<file path="src/rtl/saq_pkg.sv">
// Package with request, response types and codes of the sorted-array priority queue.
`default_nettype none
package saq_pkg;

	localparam logic KIND_INSERT = 1'b0;
	localparam logic KIND_REMOVE = 1'b1;

	localparam logic [1:0] STATUS_DONE  = 2'd0;
	localparam logic [1:0] STATUS_FULL  = 2'd1;
	localparam logic [1:0] STATUS_EMPTY = 2'd2;

	typedef struct packed {
		logic               kind;
		logic signed [31:0] value;
	} req_t;

	typedef struct packed {
		logic [1:0]         status;
		logic signed [31:0] removed_value;
		logic [3:0]         occupancy;
		logic               is_empty;
	} rsp_t;

endpackage
`default_nettype wire

</file>
<file path="src/rtl/saq_ram.sv">
// Generic single-write, single-read RAM with registered read data.
`default_nettype none
module saq_ram #(
	parameter int WIDTH = 32,
	parameter int DEPTH = 8,
	localparam int AW = (DEPTH > 1) ? $clog2(DEPTH) : 1
) (
	input  wire logic             clk,
	input  wire logic             wr_en,
	input  wire logic [AW-1:0]    wr_addr,
	input  wire logic [WIDTH-1:0] wr_data,
	input  wire logic             rd_en,
	input  wire logic [AW-1:0]    rd_addr,
	output logic      [WIDTH-1:0] rd_data
);

	logic [WIDTH-1:0] mem_q [DEPTH];

	always_ff @(posedge clk) begin
		if (wr_en) begin
			mem_q[wr_addr] <= wr_data;
		end
		if (rd_en) begin
			rd_data <= mem_q[rd_addr];
		end
	end

endmodule
`default_nettype wire

</file>
<file path="src/rtl/saq_seq.sv">
// Sequencer that inserts or removes one entry with a shared compare and RAM port pair.
`default_nettype none
module saq_seq #(
	parameter int DEPTH = 8,
	localparam int AW = (DEPTH > 1) ? $clog2(DEPTH) : 1
) (
	input  wire logic                  clk,
	input  wire logic                  arst_n,
	input  wire logic                  start,
	input  wire saq_pkg::req_t         req,
	output logic                       idle,
	output logic                       rsp_valid,
	output saq_pkg::rsp_t              rsp,
	input  wire logic                  rsp_take,
	output logic                       ram_rd_en,
	output logic        [AW-1:0]       ram_rd_addr,
	input  wire logic signed [31:0]    ram_rd_data,
	output logic                       ram_wr_en,
	output logic        [AW-1:0]       ram_wr_addr,
	output logic signed [31:0]         ram_wr_data
);
	import saq_pkg::*;

	localparam int CNT_W = $clog2(DEPTH + 1);

	typedef enum logic [2:0] {
		ST_IDLE,
		ST_INS_CHK,
		ST_INS_CMP,
		ST_REM_CAP,
		ST_SHF_CHK,
		ST_SHF_WR,
		ST_DONE
	} state_t;

	state_t             state_q;
	logic [CNT_W-1:0]   cnt_q;
	logic [CNT_W-1:0]   idx_q;
	logic [CNT_W-1:0]   idx_dec;
	logic signed [31:0] val_q;
	logic signed [31:0] removed_q;
	logic [1:0]         status_q;
	logic               less;

	assign idx_dec = idx_q - 1'b1;
	assign less    = ram_rd_data < val_q;

	always_comb begin
		ram_rd_en   = 1'b0;
		ram_rd_addr = '0;
		ram_wr_en   = 1'b0;
		ram_wr_addr = '0;
		ram_wr_data = val_q;
		case (state_q)
			ST_IDLE: begin
				if (start && req.kind == KIND_REMOVE && cnt_q != '0) begin
					ram_rd_en = 1'b1;
				end
			end
			ST_INS_CHK: begin
				if (idx_q == '0) begin
					ram_wr_en = 1'b1;
				end else begin
					ram_rd_en   = 1'b1;
					ram_rd_addr = idx_dec[AW-1:0];
				end
			end
			ST_INS_CMP: begin
				ram_wr_en   = 1'b1;
				ram_wr_addr = idx_q[AW-1:0];
				ram_wr_data = less ? ram_rd_data : val_q;
			end
			ST_SHF_CHK: begin
				if (idx_q != cnt_q) begin
					ram_rd_en   = 1'b1;
					ram_rd_addr = idx_q[AW-1:0];
				end
			end
			ST_SHF_WR: begin
				ram_wr_en   = 1'b1;
				ram_wr_addr = idx_dec[AW-1:0];
				ram_wr_data = ram_rd_data;
			end
			default: begin
			end
		endcase
	end

	always_ff @(posedge clk or negedge arst_n) begin
		if (!arst_n) begin
			state_q   <= ST_IDLE;
			cnt_q     <= '0;
			idx_q     <= '0;
			val_q     <= '0;
			removed_q <= '0;
			status_q  <= STATUS_DONE;
		end else begin
			case (state_q)
				ST_IDLE: begin
					if (start) begin
						val_q     <= req.value;
						removed_q <= '0;
						status_q  <= STATUS_DONE;
						if (req.kind == KIND_INSERT) begin
							if (cnt_q == CNT_W'(DEPTH)) begin
								status_q <= STATUS_FULL;
								state_q  <= ST_DONE;
							end else begin
								idx_q   <= cnt_q;
								state_q <= ST_INS_CHK;
							end
						end else begin
							if (cnt_q == '0) begin
								status_q <= STATUS_EMPTY;
								state_q  <= ST_DONE;
							end else begin
								idx_q   <= CNT_W'(1);
								state_q <= ST_REM_CAP;
							end
						end
					end
				end
				ST_INS_CHK: begin
					if (idx_q == '0) begin
						cnt_q   <= cnt_q + 1'b1;
						state_q <= ST_DONE;
					end else begin
						state_q <= ST_INS_CMP;
					end
				end
				ST_INS_CMP: begin
					if (less) begin
						idx_q   <= idx_dec;
						state_q <= ST_INS_CHK;
					end else begin
						cnt_q   <= cnt_q + 1'b1;
						state_q <= ST_DONE;
					end
				end
				ST_REM_CAP: begin
					removed_q <= ram_rd_data;
					state_q   <= ST_SHF_CHK;
				end
				ST_SHF_CHK: begin
					if (idx_q == cnt_q) begin
						cnt_q   <= cnt_q - 1'b1;
						state_q <= ST_DONE;
					end else begin
						state_q <= ST_SHF_WR;
					end
				end
				ST_SHF_WR: begin
					idx_q   <= idx_q + 1'b1;
					state_q <= ST_SHF_CHK;
				end
				ST_DONE: begin
					if (rsp_take) begin
						state_q <= ST_IDLE;
					end
				end
				default: begin
					state_q <= ST_IDLE;
				end
			endcase
		end
	end

	assign idle              = (state_q == ST_IDLE);
	assign rsp_valid         = (state_q == ST_DONE);
	assign rsp.status        = status_q;
	assign rsp.removed_value = removed_q;
	assign rsp.occupancy     = 4'(cnt_q);
	assign rsp.is_empty      = (cnt_q == '0);

endmodule
`default_nettype wire

</file>
<file path="src/rtl/sorted_array_priority_queue.sv">
// Top level of the bounded max-priority queue kept as a sorted array in RAM.
//
//   Channel   Direction   Handshake               Payload
//   in        input       in_valid / in_ready     saq_pkg::req_t (kind, value)
//   out       output      out_valid / out_ready   saq_pkg::rsp_t (status, removed_value,
//                                                 occupancy, is_empty)
//
// An insert shifts each smaller entry up by one place, reading and then writing one entry
// at a time; a remove reads the head and shifts every later entry down the same way.
// Both go through the single RAM read port; a full or empty request is rejected without RAM access.
// After reset the queue is empty and in_ready is high, so a request can be taken.
// in_ready stays low while a request is in work or its result waits for the output register.
`default_nettype none
module sorted_array_priority_queue #(
	parameter int DEPTH = 8
) (
	input  wire logic           clk,
	input  wire logic           arst_n,
	input  wire logic           in_valid,
	output logic                in_ready,
	input  wire saq_pkg::req_t  in_data,
	output logic                out_valid,
	input  wire logic           out_ready,
	output saq_pkg::rsp_t       out_data
);
	import saq_pkg::*;

	localparam int AW = (DEPTH > 1) ? $clog2(DEPTH) : 1;

	logic               seq_idle;
	logic               seq_rsp_valid;
	rsp_t               seq_rsp;
	logic               take;
	logic               out_valid_q;
	rsp_t               out_data_q;
	logic               ram_rd_en;
	logic [AW-1:0]      ram_rd_addr;
	logic signed [31:0] ram_rd_data;
	logic               ram_wr_en;
	logic [AW-1:0]      ram_wr_addr;
	logic signed [31:0] ram_wr_data;

	assign in_ready = seq_idle;
	assign take     = seq_rsp_valid && (!out_valid_q || out_ready);

	saq_seq #(
		.DEPTH(DEPTH)
	) u_seq (
		.clk         (clk),
		.arst_n      (arst_n),
		.start       (in_valid && in_ready),
		.req         (in_data),
		.idle        (seq_idle),
		.rsp_valid   (seq_rsp_valid),
		.rsp         (seq_rsp),
		.rsp_take    (take),
		.ram_rd_en   (ram_rd_en),
		.ram_rd_addr (ram_rd_addr),
		.ram_rd_data (ram_rd_data),
		.ram_wr_en   (ram_wr_en),
		.ram_wr_addr (ram_wr_addr),
		.ram_wr_data (ram_wr_data)
	);

	saq_ram #(
		.WIDTH(32),
		.DEPTH(DEPTH)
	) u_ram (
		.clk     (clk),
		.wr_en   (ram_wr_en),
		.wr_addr (ram_wr_addr),
		.wr_data (ram_wr_data),
		.rd_en   (ram_rd_en),
		.rd_addr (ram_rd_addr),
		.rd_data (ram_rd_data)
	);

	always_ff @(posedge clk or negedge arst_n) begin
		if (!arst_n) begin
			out_valid_q <= 1'b0;
		end else if (take) begin
			out_valid_q <= 1'b1;
		end else if (out_ready) begin
			out_valid_q <= 1'b0;
		end
	end

	always_ff @(posedge clk) begin
		if (take) begin
			out_data_q <= seq_rsp;
		end
	end

	assign out_valid = out_valid_q;
	assign out_data  = out_data_q;

endmodule
`default_nettype wire

</file>
<file path="config.mk">
export PLATFORM = sky130hd
export DESIGN_NAME = sorted_array_priority_queue
export DESIGN_NICKNAME = d
export VERILOG_FILES = /design/src/rtl/saq_pkg.sv /design/src/rtl/saq_ram.sv /design/src/rtl/saq_seq.sv /design/src/rtl/sorted_array_priority_queue.sv
export SDC_FILE = /design/constraint.sdc
export NUM_CORES = 1
export LEC_CHECK = 0
export CAP_MARGIN = 10
export CORE_ASPECT_RATIO = 1.5
export CORE_MARGIN = 1.5
export CORE_UTILIZATION = 45
export DETAILED_ROUTE_END_ITERATION = 16
export DONT_BUFFER_PORTS = 1
export SLEW_MARGIN = 20
export SYNTH_ARGS = -nofsm -noshare
export SYNTH_HDL_FRONTEND = slang
export SYNTH_SLANG_ARGS = --single-unit
</file>
<file path="constraint.sdc">
create_clock -name clk -period 4.7 [get_ports clk]
set_input_delay 0.47 -clock clk [delete_from_list [all_inputs] [get_ports clk]]
set_output_delay 0.47 -clock clk [all_outputs]
set_load 0.005 [all_outputs]
</file>
==> metrics.md, run 1 <==
| Metric | Value |
|---|---|
| Sequential fraction of the synthesis area | 69.4% |
| WP depth | 9 |
| Top Family by Delay on Critical Path | simple AND/OR/NAND/NOR gates |
| Most used DFF post-synth | edfxtp_1 |
| First-pass GRT wire length | 61000 µm |
| Post-Synthesis Cells | 1326 |
| Largest cells by area after synthesis | edfxtp_1 (58%), dfrtp_1 (12%), nand2_1 (7.0%), nand3_1 (3.0%), ha_1 (2.6%) |
| FP Rows | 86 |
| #FFs+latches synth | 405 |
| DR vias/cell | 5.70 |
| Crit end category | register |
| P_sw | 0.00533 W |
| Final setup viols | 0 |
| Synth top cells by count | edfxtp_1 (327), nand2_1 (315), nand3_1 (103) |
| Slew Limit Headroom | 29.0% |
| WL/cell | 21.7 µm |
| CTS tree | yes |
| IO Count | 78 |
| Pwr Density | 767 nW/µm² |
| Vias in the first global route | 10.4k |
| Layout area overhead | 11.6% |
| Clock sinks | 405 |
| DIE WIDTH | 162 µm |
| Die Span Y | 241 µm |
| Fin nets | 1385 |
| Vias after detailed routing | 10.4k |
| Routed Antenna Nets | 0 |
| Reg area | 11800 µm² |
| Global route overflow | 0 |
| Critical path arrival | 3.75 ns |
| WS Path Type | register to register |
| Die area | 38900 µm² |
| Hold depth | 1 |
| Total chip power | 0.0145 W |
| Root Buffer | clkbuf_16 |
| Skew final | 0.0143 ns |
| Req. time, crit path | 4.94 ns |
| Comb power frac | 35.7% |
| CORE AREA | 36900 µm² |
| PortBufs | 0 |
| Unique masters post-synth | 62 |
| Slew @ Worst Pin | 1.06 ns |
| Post-Syn Area per Cell | 12.8 µm² |
| Final setup margin | 1.19 ns |
| Ant diodes | 0 |
| FMAX | 0.285 GHz |
| EDFF count, synth | 327 |
| Fin. Hold Viols | 0 |
| Post-Layout Cell Count | 1825 |
| Switching Fraction | 36.7% |
| Sequential share of power | 43.9% |
| Hold Path Class | input port to register |
| Most frequent cell after synthesis | edfxtp_1 |
| # H-tree levels | 2 |
| Setup TNS | 0 ns |
| Initial antenna violation count | 1 |
| Area of the mapped netlist | 17000 µm² |
| Synth async-reset ratio | 19.3% |
| Final min period | 3.51 ns |
| Buf+Inv Stages, Crit Path | 1 |
| Slowest CP cell | or4_4 |
| Initial Util | 46.0% |
| Dpl ws | 1.20 ns |
| Ys Warns | 0 |
| Cts bufs inserted | 38 |
| Cell leakage power | 6.90 nW |
| Skew-Pair Late Insertion Delay | 0.53 ns |
| Routed WL | 39600 µm |
| Max-slew violations | 0 |
| Synthesized Nets | 1399 |
| Max incr delay on CP | 0.58 ns |
| Worst reg-to-reg path cell count | 9 |
| Status | finished clean |
| Final period util | 74.7% |
| Clock slew at reported path FFs | 0.06 ns |
| Drc violations | 0 |
| Type of origin of the critical path | register |
| DRT iter0 DRCs | 897 |
| Worst vdd ir | 0.000437 V |
| PostCTS Resize Cnt | 0 |
| Fin area | 18900 µm² |
| Clock network fraction of total power | 20.4% |
| Internal power | 0.00919 W |
| MaxCap Viol Count | 0 |
| Fillers | 3096 |
| Layout cells sized above 1 | 9.92% |
| GRT Total Usage | 21.0% |
| Top-area cell type share of the netlist area | 57.9% |
| Inst Count DP | 1754 |
| Gp weighted congestion | 0.780 |
| Pin count of the biggest net entering global routing | 97 |
| RSZ-0062 raised after global routing | no |
| CP Cell Sequence | ha_1 -> nand4_2 -> or4_4 -> or3_4 -> o22ai_2 -> o21ai_1 -> a31oi_4 -> buf_12 -> mux2_1 |
| CP max FO | 31 |
| Detailed placer's ending HPWL | 23700 µm |
| Area leader, netlist | edfxtp_1 |
| Drt first pass iters | 5 |
| Area after DPL | 17700 µm² |
| Area of the multi-input gates | 4860 µm² |
| Clock buffer depth | 3 |
[cells in the final DEF (no fill, tap or decap), types with 35 or more instances in the layout]
cell | synthesis | final
and2_1 | 36 | 35
nand3_1 | 103 | 103
dfrtp_1 | 78 | 78
edfxtp_1 | 327 | 327
ha_1 | 35 | 35
a211oi_1 | 35 | 35
inv_1 | 41 | 41
o21ai_0 | 41 | 41
nand2_1 | 315 | 314
clkbuf_16 | 0 | 40
[registers in the layout (all words and copies together), names as in the netlist]
register         count
out_data            39
out_valid            1
u_ram.mem_q        256
u_ram.rd_data       32
u_seq.cnt_q          4
u_seq.idx_q          4
u_seq.removed_q     32
u_seq.state_q        3
u_seq.status_q       2
u_seq.val_q         32
[layer usage]
metal  GRT usage (%)  share of wire [%]
met5               0                  0
met4            7.35                2.8
met3            2.63                5.1
met2            37.5                 51
met1            26.3                 41
[area by class of cell]
class / instances / area share, %
Clock buffer: 55 / 5.75
Clock inverter: 14 / 0.549
Inverter: 41 / 0.813
Multi-Input combinational cell: 800 / 25.7
Sequential cell: 405 / 62.2
Tap cell: 484 / 3.20
Timing Repair Buffer: 26 / 1.81
[worst paths after layout]
path	startpoint	to	slack, ns
worst max-delay path	u_ram.rd_data[31]	u_ram.mem_q[6][18]	1.19
worst min-delay path	in_data[32]	u_seq.status_q[0]	0.05
worst max register to register	u_ram.rd_data[31]	u_ram.mem_q[6][18]	1.19
worst min register to register	u_seq.removed_q[24]	out_data[29]	0.45
max in group asynchronous	arst_n	u_seq.removed_q[16]	3.75
min in group asynchronous	arst_n	u_seq.val_q[2]	0.58
[power by group through the flow]
stage / logic, W / clock network, W / registers, W
after floorplan: 0.00368 / 0 / 0.00611
after global placement: 0.00505 / 0 / 0.00642
after detailed placement: 0.00519 / 0 / 0.00643
after CTS: 0.00524 / 0.00302 / 0.00637
after global routing: 0.00577 / 0.00315 / 0.00648
final: 0.00518 / 0.00296 / 0.00638
[worst register-to-register path: cells and delay by family (launching register included)]
kind	cells	cell delay [ns]
and+or+nand+nor	3	1.10
AOI/OAI and AO/OA	3	0.53
muxes	1	0.49
adders and majority gates	1	0.41
DFF	1	0.41
buffers and inverters	1	0.28
[through the flow]
step,hold WS [ns],util (%)
global placement,0.179,47.9
CTS,0.0258,51.3
global route,0.0305,51.3
finish,0.0508,51.3
floorplan,0.174,-
detailed placement,0.179,47.9
[cell families after synthesis]
family / Yosys count / share of synthesized area, %
adders and majority gates: 36 / 2.70
buffers and inverters: 121 / 2.77
and+or+nand+nor: 514 / 13.4
xor gates and xnor gates: 10 / 0.620
muxes: 38 / 2.52
DFF: 405 / 69.4
AOI/OAI and AO/OA: 202 / 8.59
[repair_timing]
item / 4_1_cts / 5_1_grt
hold endpoints to repair: 78 / 0
buffers inserted: 0 / 0
hold buffers: 2 / 0
No activity file was read; power rests on OpenSTA's default activity.
==> run 2, diff against run 1 <==
==> constraint.sdc (replaced) <==
create_clock -name clk -period 3.5 [get_ports clk]
set_input_delay 0.35 -clock clk [delete_from_list [all_inputs] [get_ports clk]]
set_output_delay 0.35 -clock clk [all_outputs]
set_load 0.005 [all_outputs]
==> run 2 against run 1 <==
Net effect: first-iteration DRC count increased by 29%; non-clock buffer count up 54; wire length grew 1.7%; total power is 38% higher; cell count grew 3.0%; utilization increased by 1.6 points; sequential cell count is the same; via count up 1.8%; largest cell class unchanged.
==> metrics.md, run 2 (synthesis gave the netlist of run 1 again) <==
| Metric | Value |
|---|---|
| Slew @ Worst Pin | 0.906 ns (-0.157 ns) |
| Final min period | 3.41 ns (-0.101 ns) |
| Fin nets | 1439 (+3.9%) |
| Met3 routed WL | 1880 µm (-6.6%) |
| DR vias/cell | 5.64 (-1.1%) |
| Skew-Pair Late Insertion Delay | 0.54 ns (about the same) |
| # H-tree levels | 2 (unchanged) |
| Metal2 WL | 20700 µm (+3.0%) |
| Fillers | 3075 (-0.68%) |
| Biggest register | u_ram.mem_q |
| P_sw | 0.00721 W (+35%) |
| Ant diodes | 0 (unchanged) |
| MaxCap Viol Count | 0 (unchanged) |
| RSZ-0062 raised after global routing | no |
| CP Cell Sequence | ha_1 -> nand4_2 -> or4_4 -> or3_4 -> o22ai_2 -> o21ai_1 -> a31oi_4 -> buf_12 -> mux2_1 |
| Initial antenna violation count | 1 (unchanged) |
| Vias after detailed routing | 10.6k (+1.8%) |
| FP Rows | 86 (unchanged) |
| Pin count of the biggest net entering global routing | 87 (-10%) |
| Root Buffer | clkbuf_16 |
| Pwr Density | 1030 nW/µm² (+34%) |
| Internal power | 0.0128 W (+39%) |
| Setup TNS | 0 ns (unchanged) |
| Clock sinks | 405 (unchanged) |
| Postcts setup bufs | 0 (unchanged) |
| Reg-to-reg critical path startpoint | u_ram.rd_data[29] |
| GRT Total Usage | 21.2% (+0.16 points) |
| First-pass GRT wire length | 61900 µm (+1.5%) |
| Cts bufs inserted | 38 (unchanged) |
| Clock network fraction of total power | 21.3% (+0.9 points) |
| Layout cells sized above 1 | 12.3% (+2.3 points) |
| PortBufs | 0 (unchanged) |
| Hold Path Class | input port to register |
| Final setup margin | 0.0904 ns (-1.10 ns) |
| Layout area overhead | 15.0% |
| Worst vdd ir | 0.000650 V (+49%) |
| Crit end category | register |
| Skew final | 0.0189 ns (+0.00458 ns) |
| Detailed placer's ending HPWL | 24000 µm (+1.5%) |
| Switching Fraction | 36.0% (-0.71 points) |
| Worst R2R Setup Slack | 0.09 ns (-1.10 ns) |
| Status | finished clean |
| Max-slew violations | 0 (unchanged) |
| Most frequent cells in the layout | edfxtp_1 (327), nand2_1 (314), nand3_1 (103) |
| Largest register FFs | 256 (unchanged) |
| CORE AREA | 36900 µm² (unchanged) |
| Initial Util | 46.0% (unchanged) |
| CTS tree | yes |
| Clock slew at reported path FFs | 0.07 ns (about the same) |
| Post-Layout Cell Count | 1879 (+3.0%) |
| Routed WL | 40300 µm (+1.7%) |
| FMAX | 0.293 GHz (+3.0%) |
| DIE WIDTH | 162 µm (unchanged) |
| Global route overflow | 0 (unchanged) |
| WL/cell | 21.4 µm (-1.2%) |
| Die area | 38900 µm² (unchanged) |
| Vias in the first global route | 10.5k (+1.1%) |
| Routed Antenna Nets | 0 (unchanged) |
| Max incr delay on CP | 0.60 ns (+0.02 ns) |
| Cell leakage power | 7.18 nW (+4.2%) |
| Dpl ws | 0.118 ns (-1.08 ns) |
| WL met1 | 16600 µm (+1.4%) |
| Slew Limit Headroom | 39.6% (+11 points) |
| Inst Count DP | 1781 (+1.5%) |
| Highest routed layer | met4 |
| CP max FO | 17 (-45%) |
| Worst Hold Launch | in_data[18] |
| Fin. Hold Viols | 0 (unchanged) |
| Critical Path Start | u_ram.rd_data[29] |
| Final period util | 97.4% (+23 points) |
| Buf+Inv Stages, Crit Path | 1 (unchanged) |
| Comb power frac | 36.5% (+0.8 points) |
| Most common cell after layout, fill and taps aside | edfxtp_1 |
| Top Family by Delay on Critical Path | simple AND/OR/NAND/NOR gates |
| Gp weighted congestion | 0.813 (+4.3%) |
| Type of origin of the critical path | register |
| WS Path Type | register to register |
| DRT iter0 DRCs | 1153 (+29%) |
| Critical path arrival | 3.65 ns (-0.10 ns) |
| Sequential share of power | 42.2% (-1.7 points) |
| IO Count | 78 (unchanged) |
| Die Span Y | 241 µm (unchanged) |
| Drc violations | 0 (unchanged) |
| Req. time, crit path | 3.74 ns (-1.20 ns) |
| Drt first pass iters | 5 (unchanged) |
| Final setup viols | 0 (unchanged) |
| Slowest CP cell | or4_4 |
| Clock buffer depth | 3 (unchanged) |
## run 2: worst paths after layout
check	endpoint	cells past startpoint
worst max-delay path	u_ram.mem_q[0][16]	9
worst min register to register	out_data[34]	0
worst max register to register	u_ram.mem_q[0][16]	9
min in group asynchronous	u_seq.val_q[2]	2
worst min-delay path	u_seq.val_q[18]	2
max in group asynchronous	u_seq.removed_q[23]	2
## run 2: what timing repair did
| action | CTS | global route |
|---|---|---|
| resized for setup | 0 | 4 |
| hold buffers | 29 | 0 |
| setup endpoints to repair | 0 | 27 |
| hold endpoints to repair | 106 | 0 |
## run 2: metrics by stage
| stage | hold WS, ns | utilization (%) | cell area, µm² | total power (W) |
|---|---|---|---|---|
| after floorplan | 0.0544 | - | 17000 | 0.0131 |
| after global placement | 0.0612 | 48.5 | 17900 | 0.0156 |
| after detailed placement | 0.0573 | 48.5 | 17900 | 0.0158 |
| after CTS | 0.00327 | 52.8 | 19500 | 0.0201 |
| after global routing | 0.0171 | 52.8 | 19500 | 0.0212 |
| final | 0.0112 | 52.8 | 19500 | 0.0200 |
## run 2: layout make-up
type,instances,area [µm²],share of cell area [%]
tap,484,606,3.11
sequential,405,11800,60.4
clock buffer,43,1000,5.13
multi-input combinational,800,4860,24.9
inverter,41,154,0.789
timing repair buffer,80,816,4.18
clock inverter,26,292,1.50
## run 2: power by group through the flow
| stage | clock (W) | combinational [W] | sequential (W) |
|---|---|---|---|
| final | 0.00426 | 0.00731 | 0.00844 |
| after global routing | 0.00451 | 0.00811 | 0.00857 |
| after CTS | 0.00433 | 0.00736 | 0.00843 |
| after detailed placement | 0 | 0.00727 | 0.00853 |
| after global placement | 0 | 0.00713 | 0.00848 |
| after floorplan | 0 | 0.00494 | 0.00820 |
## run 2: layer usage
layer	GRT usage (%)	up-vias
met4	7.01	0
met2	38.0	298
met3	2.68	66
li1	-	4914
met1	26.4	5312
met5	0	-
==> run 3, diff against run 2 <==
--- a/config.mk
+++ b/config.mk
@@ -7,8 +7,9 @@
 export LEC_CHECK = 0
 export CAP_MARGIN = 10
 export CORE_ASPECT_RATIO = 1.5
-export CORE_MARGIN = 1.5
+export CORE_MARGIN = 8
 export CORE_UTILIZATION = 45
+export CTS_CLUSTER_SIZE = 16
 export DETAILED_ROUTE_END_ITERATION = 16
 export DONT_BUFFER_PORTS = 1
 export SLEW_MARGIN = 20
==> run 3 against run 2 <==
Net effect: clock-buffer cell count increased by 3; combinational power increased by 3.7%; clock power decreased by 9.4%; register-to-register slack about the same; maximum frequency decreased by 0.18%; sequential cell count unchanged.
==> metrics.md, run 3 (synthesis gave the netlist of run 1 again) <==
| Metric | Value |
|---|---|
| Status | finished clean |
| Largest register FFs | 256 (unchanged) |
| Crit end category | register |
| Drt first pass iters | 5 (unchanged) |
| Routed WL | 40500 µm (+0.46%) |
| Fin. Hold Viols | 0 (unchanged) |
| DIE WIDTH | 175 µm (+8.0%) |
| Req. time, crit path | 3.74 ns (about the same) |
| Comb power frac | 38.1% (+1.6 points) |
| Biggest register | u_ram.mem_q |
| Detailed placer's ending HPWL | 24800 µm (+3.3%) |
| # H-tree levels | 2 (unchanged) |
| Worst vdd ir | 0.000472 V (-27%) |
| WS Path Type | register to register |
| P_sw | 0.00722 W (+0.19%) |
| FMAX | 0.293 GHz (-0.18%) |
| Most common cell after layout, fill and taps aside | edfxtp_1 |
| Die area | 44300 µm² (+14%) |
| Global route overflow | 0 (unchanged) |
| First-pass GRT wire length | 62100 µm (+0.27%) |
| Root Buffer | clkbuf_16 |
| Area after DPL | 18000 µm² (+0.65%) |
| MaxCap Viol Count | 0 (unchanged) |
| Pin count of the biggest net entering global routing | 82 (-5.7%) |
| Most frequent cells in the layout | edfxtp_1 (327), nand2_1 (314), nand3_1 (103) |
| Cell leakage power | 7.18 nW (about the same) |
| Clock buffer depth | 3 (unchanged) |
| CORE AREA | 37300 µm² (+1.2%) |
| Slew @ Worst Pin | 1.01 ns (+0.105 ns) |
| Routed Antenna Nets | 0 (unchanged) |
| Slowest CP cell | or4_4 |
| PortBufs | 0 (unchanged) |
| Skew-Pair Late Insertion Delay | 0.54 ns (about the same) |
| Pwr Density | 1020 nW/µm² (-0.74%) |
| Total chip power | 0.0199 W (-0.71%) |
| Clock sinks | 405 (unchanged) |
| Buf+Inv Stages, Crit Path | 1 (unchanged) |
| DR vias/cell | 5.61 (-0.51%) |
| Clock network fraction of total power | 19.4% (-1.9 points) |
| Layout cells sized above 1 | 13.7% (+1.4 points) |
| IO Count | 78 (unchanged) |
| Final design utilization | 52.2% (-0.59 points) |
| Critical path arrival | 3.66 ns (about the same) |
| WL/cell | 21.5 µm (about the same) |
| CTS tree | yes |
| Worst hold slack | 0.0418 ns (+0.0306 ns) |
| Vias in the first global route | 10.6k (+0.82%) |
| FP Rows | 87 (+1.2%) |
| Top Family by Delay on Critical Path | simple AND/OR/NAND/NOR gates |
| Setup TNS | 0 ns (unchanged) |
| Type of origin of the critical path | register |
| Max incr delay on CP | 0.59 ns (about the same) |
| Postcts setup bufs | 0 (unchanged) |
| Internal power | 0.0126 W (-1.2%) |
| Max-slew violations | 0 (unchanged) |
| CP max FO | 19 (+2) |
| Sequential share of power | 42.4% (+0.2 points) |
| Drc violations | 0 (unchanged) |
| Layout area overhead | 15.0% (about the same) |
| Fillers | 3104 (+0.94%) |
| Skew final | 0.0159 ns (-0.00300 ns) |
| Switching Fraction | 36.3% (+0.33 points) |
| DRT iter0 DRCs | 703 (-39%) |
| Final min period | 3.42 ns (+0.00602 ns) |
| Final setup viols | 0 (unchanged) |
| Slew Limit Headroom | 32.6% (-7.0 points) |
| Hold Path Class | input port to register |
| Fin area | 19500 µm² (about the same) |
| GRT Total Usage | 18.2% (-2.9 points) |
| Initial Util | 45.4% (-0.53 points) |
| CP Cell Sequence | ha_1 -> nand4_2 -> or4_4 -> or3_4 -> o22ai_2 -> o21ai_1 -> a31oi_4 -> buf_12 -> mux2_1 |
| Final period util | 97.6% (+0.17 points) |
| Initial antenna violation count | 1 (unchanged) |
| Ant diodes | 0 (unchanged) |
| Worst R2R Setup Slack | 0.08 ns (about the same) |
| Gp weighted congestion | 0.807 (-0.74%) |
| Clock slew at reported path FFs | 0.07 ns (about the same) |
| Die Span Y | 254 µm (+5.4%) |
| Vias after detailed routing | 10.6k (-0.14%) |
| Fin nets | 1442 (+0.21%) |
| Cts bufs inserted | 37 (-2.6%) |
| RSZ-0062 raised after global routing | no |
==> run 3: timing repair <==
item	in CTS	in global routing
setup endpoints to repair	0	200
hold buffers	31	0
resized for setup	0	25
hold endpoints to repair	108	0
==> run 3: path summary, 6_finish.rpt <==
kind	startpoint	endpoint	cells after the start
max	u_ram.rd_data[30]	u_ram.mem_q[0][18]	9
min	in_data[27]	u_seq.val_q[27]	2
max reg2reg	u_ram.rd_data[30]	u_ram.mem_q[0][18]	9
min reg2reg	u_seq.removed_q[11]	out_data[16]	0
max in group asynchronous	arst_n	u_seq.cnt_q[1]	2
min in group asynchronous	arst_n	u_seq.val_q[31]	2
==> run 3: metal layers <==
metal  global-route usage, %  routed length [µm]  vias up
met4                    6.39                1110        0
met3                    3.23                2130       60
met2                    32.1               20500      290
li1                        -                   -     4930
met5                       0                   0        -
met1                    22.2               16700     5295
==> run 3: per-stage QoR <==
stage / instances / setup slack (ns)
2_1_floorplan: 1326 / 0.131
3_3_place_gp: 1787 / 0.153
3_5_place_dp: 1788 / 0.0934
4_1_cts: 1886 / 0.0685
5_1_grt: 1886 / 0.00170
6_report: 1886 / 0.0844
==> run 3: power by group through the flow <==
stage / clock [W] / combinational (W) / sequential [W]
after detailed placement: 0 / 0.00749 / 0.00851
after global routing: 0.00411 / 0.00837 / 0.00855
after global placement: 0 / 0.00731 / 0.00847
after CTS: 0.00394 / 0.00759 / 0.00842
final: 0.00386 / 0.00758 / 0.00843
after floorplan: 0 / 0.00494 / 0.00820
==> run 3: final cells by class <==
class | count | area (µm²) | area share (%)
clock buffer | 46 | 1010 | 5.18
clock inverter | 21 | 150 | 0.770
multi-input combinational | 800 | 4860 | 24.9
inverter | 41 | 154 | 0.789
timing repair buffer | 84 | 946 | 4.85
sequential | 405 | 11800 | 60.4
tap | 489 | 612 | 3.14
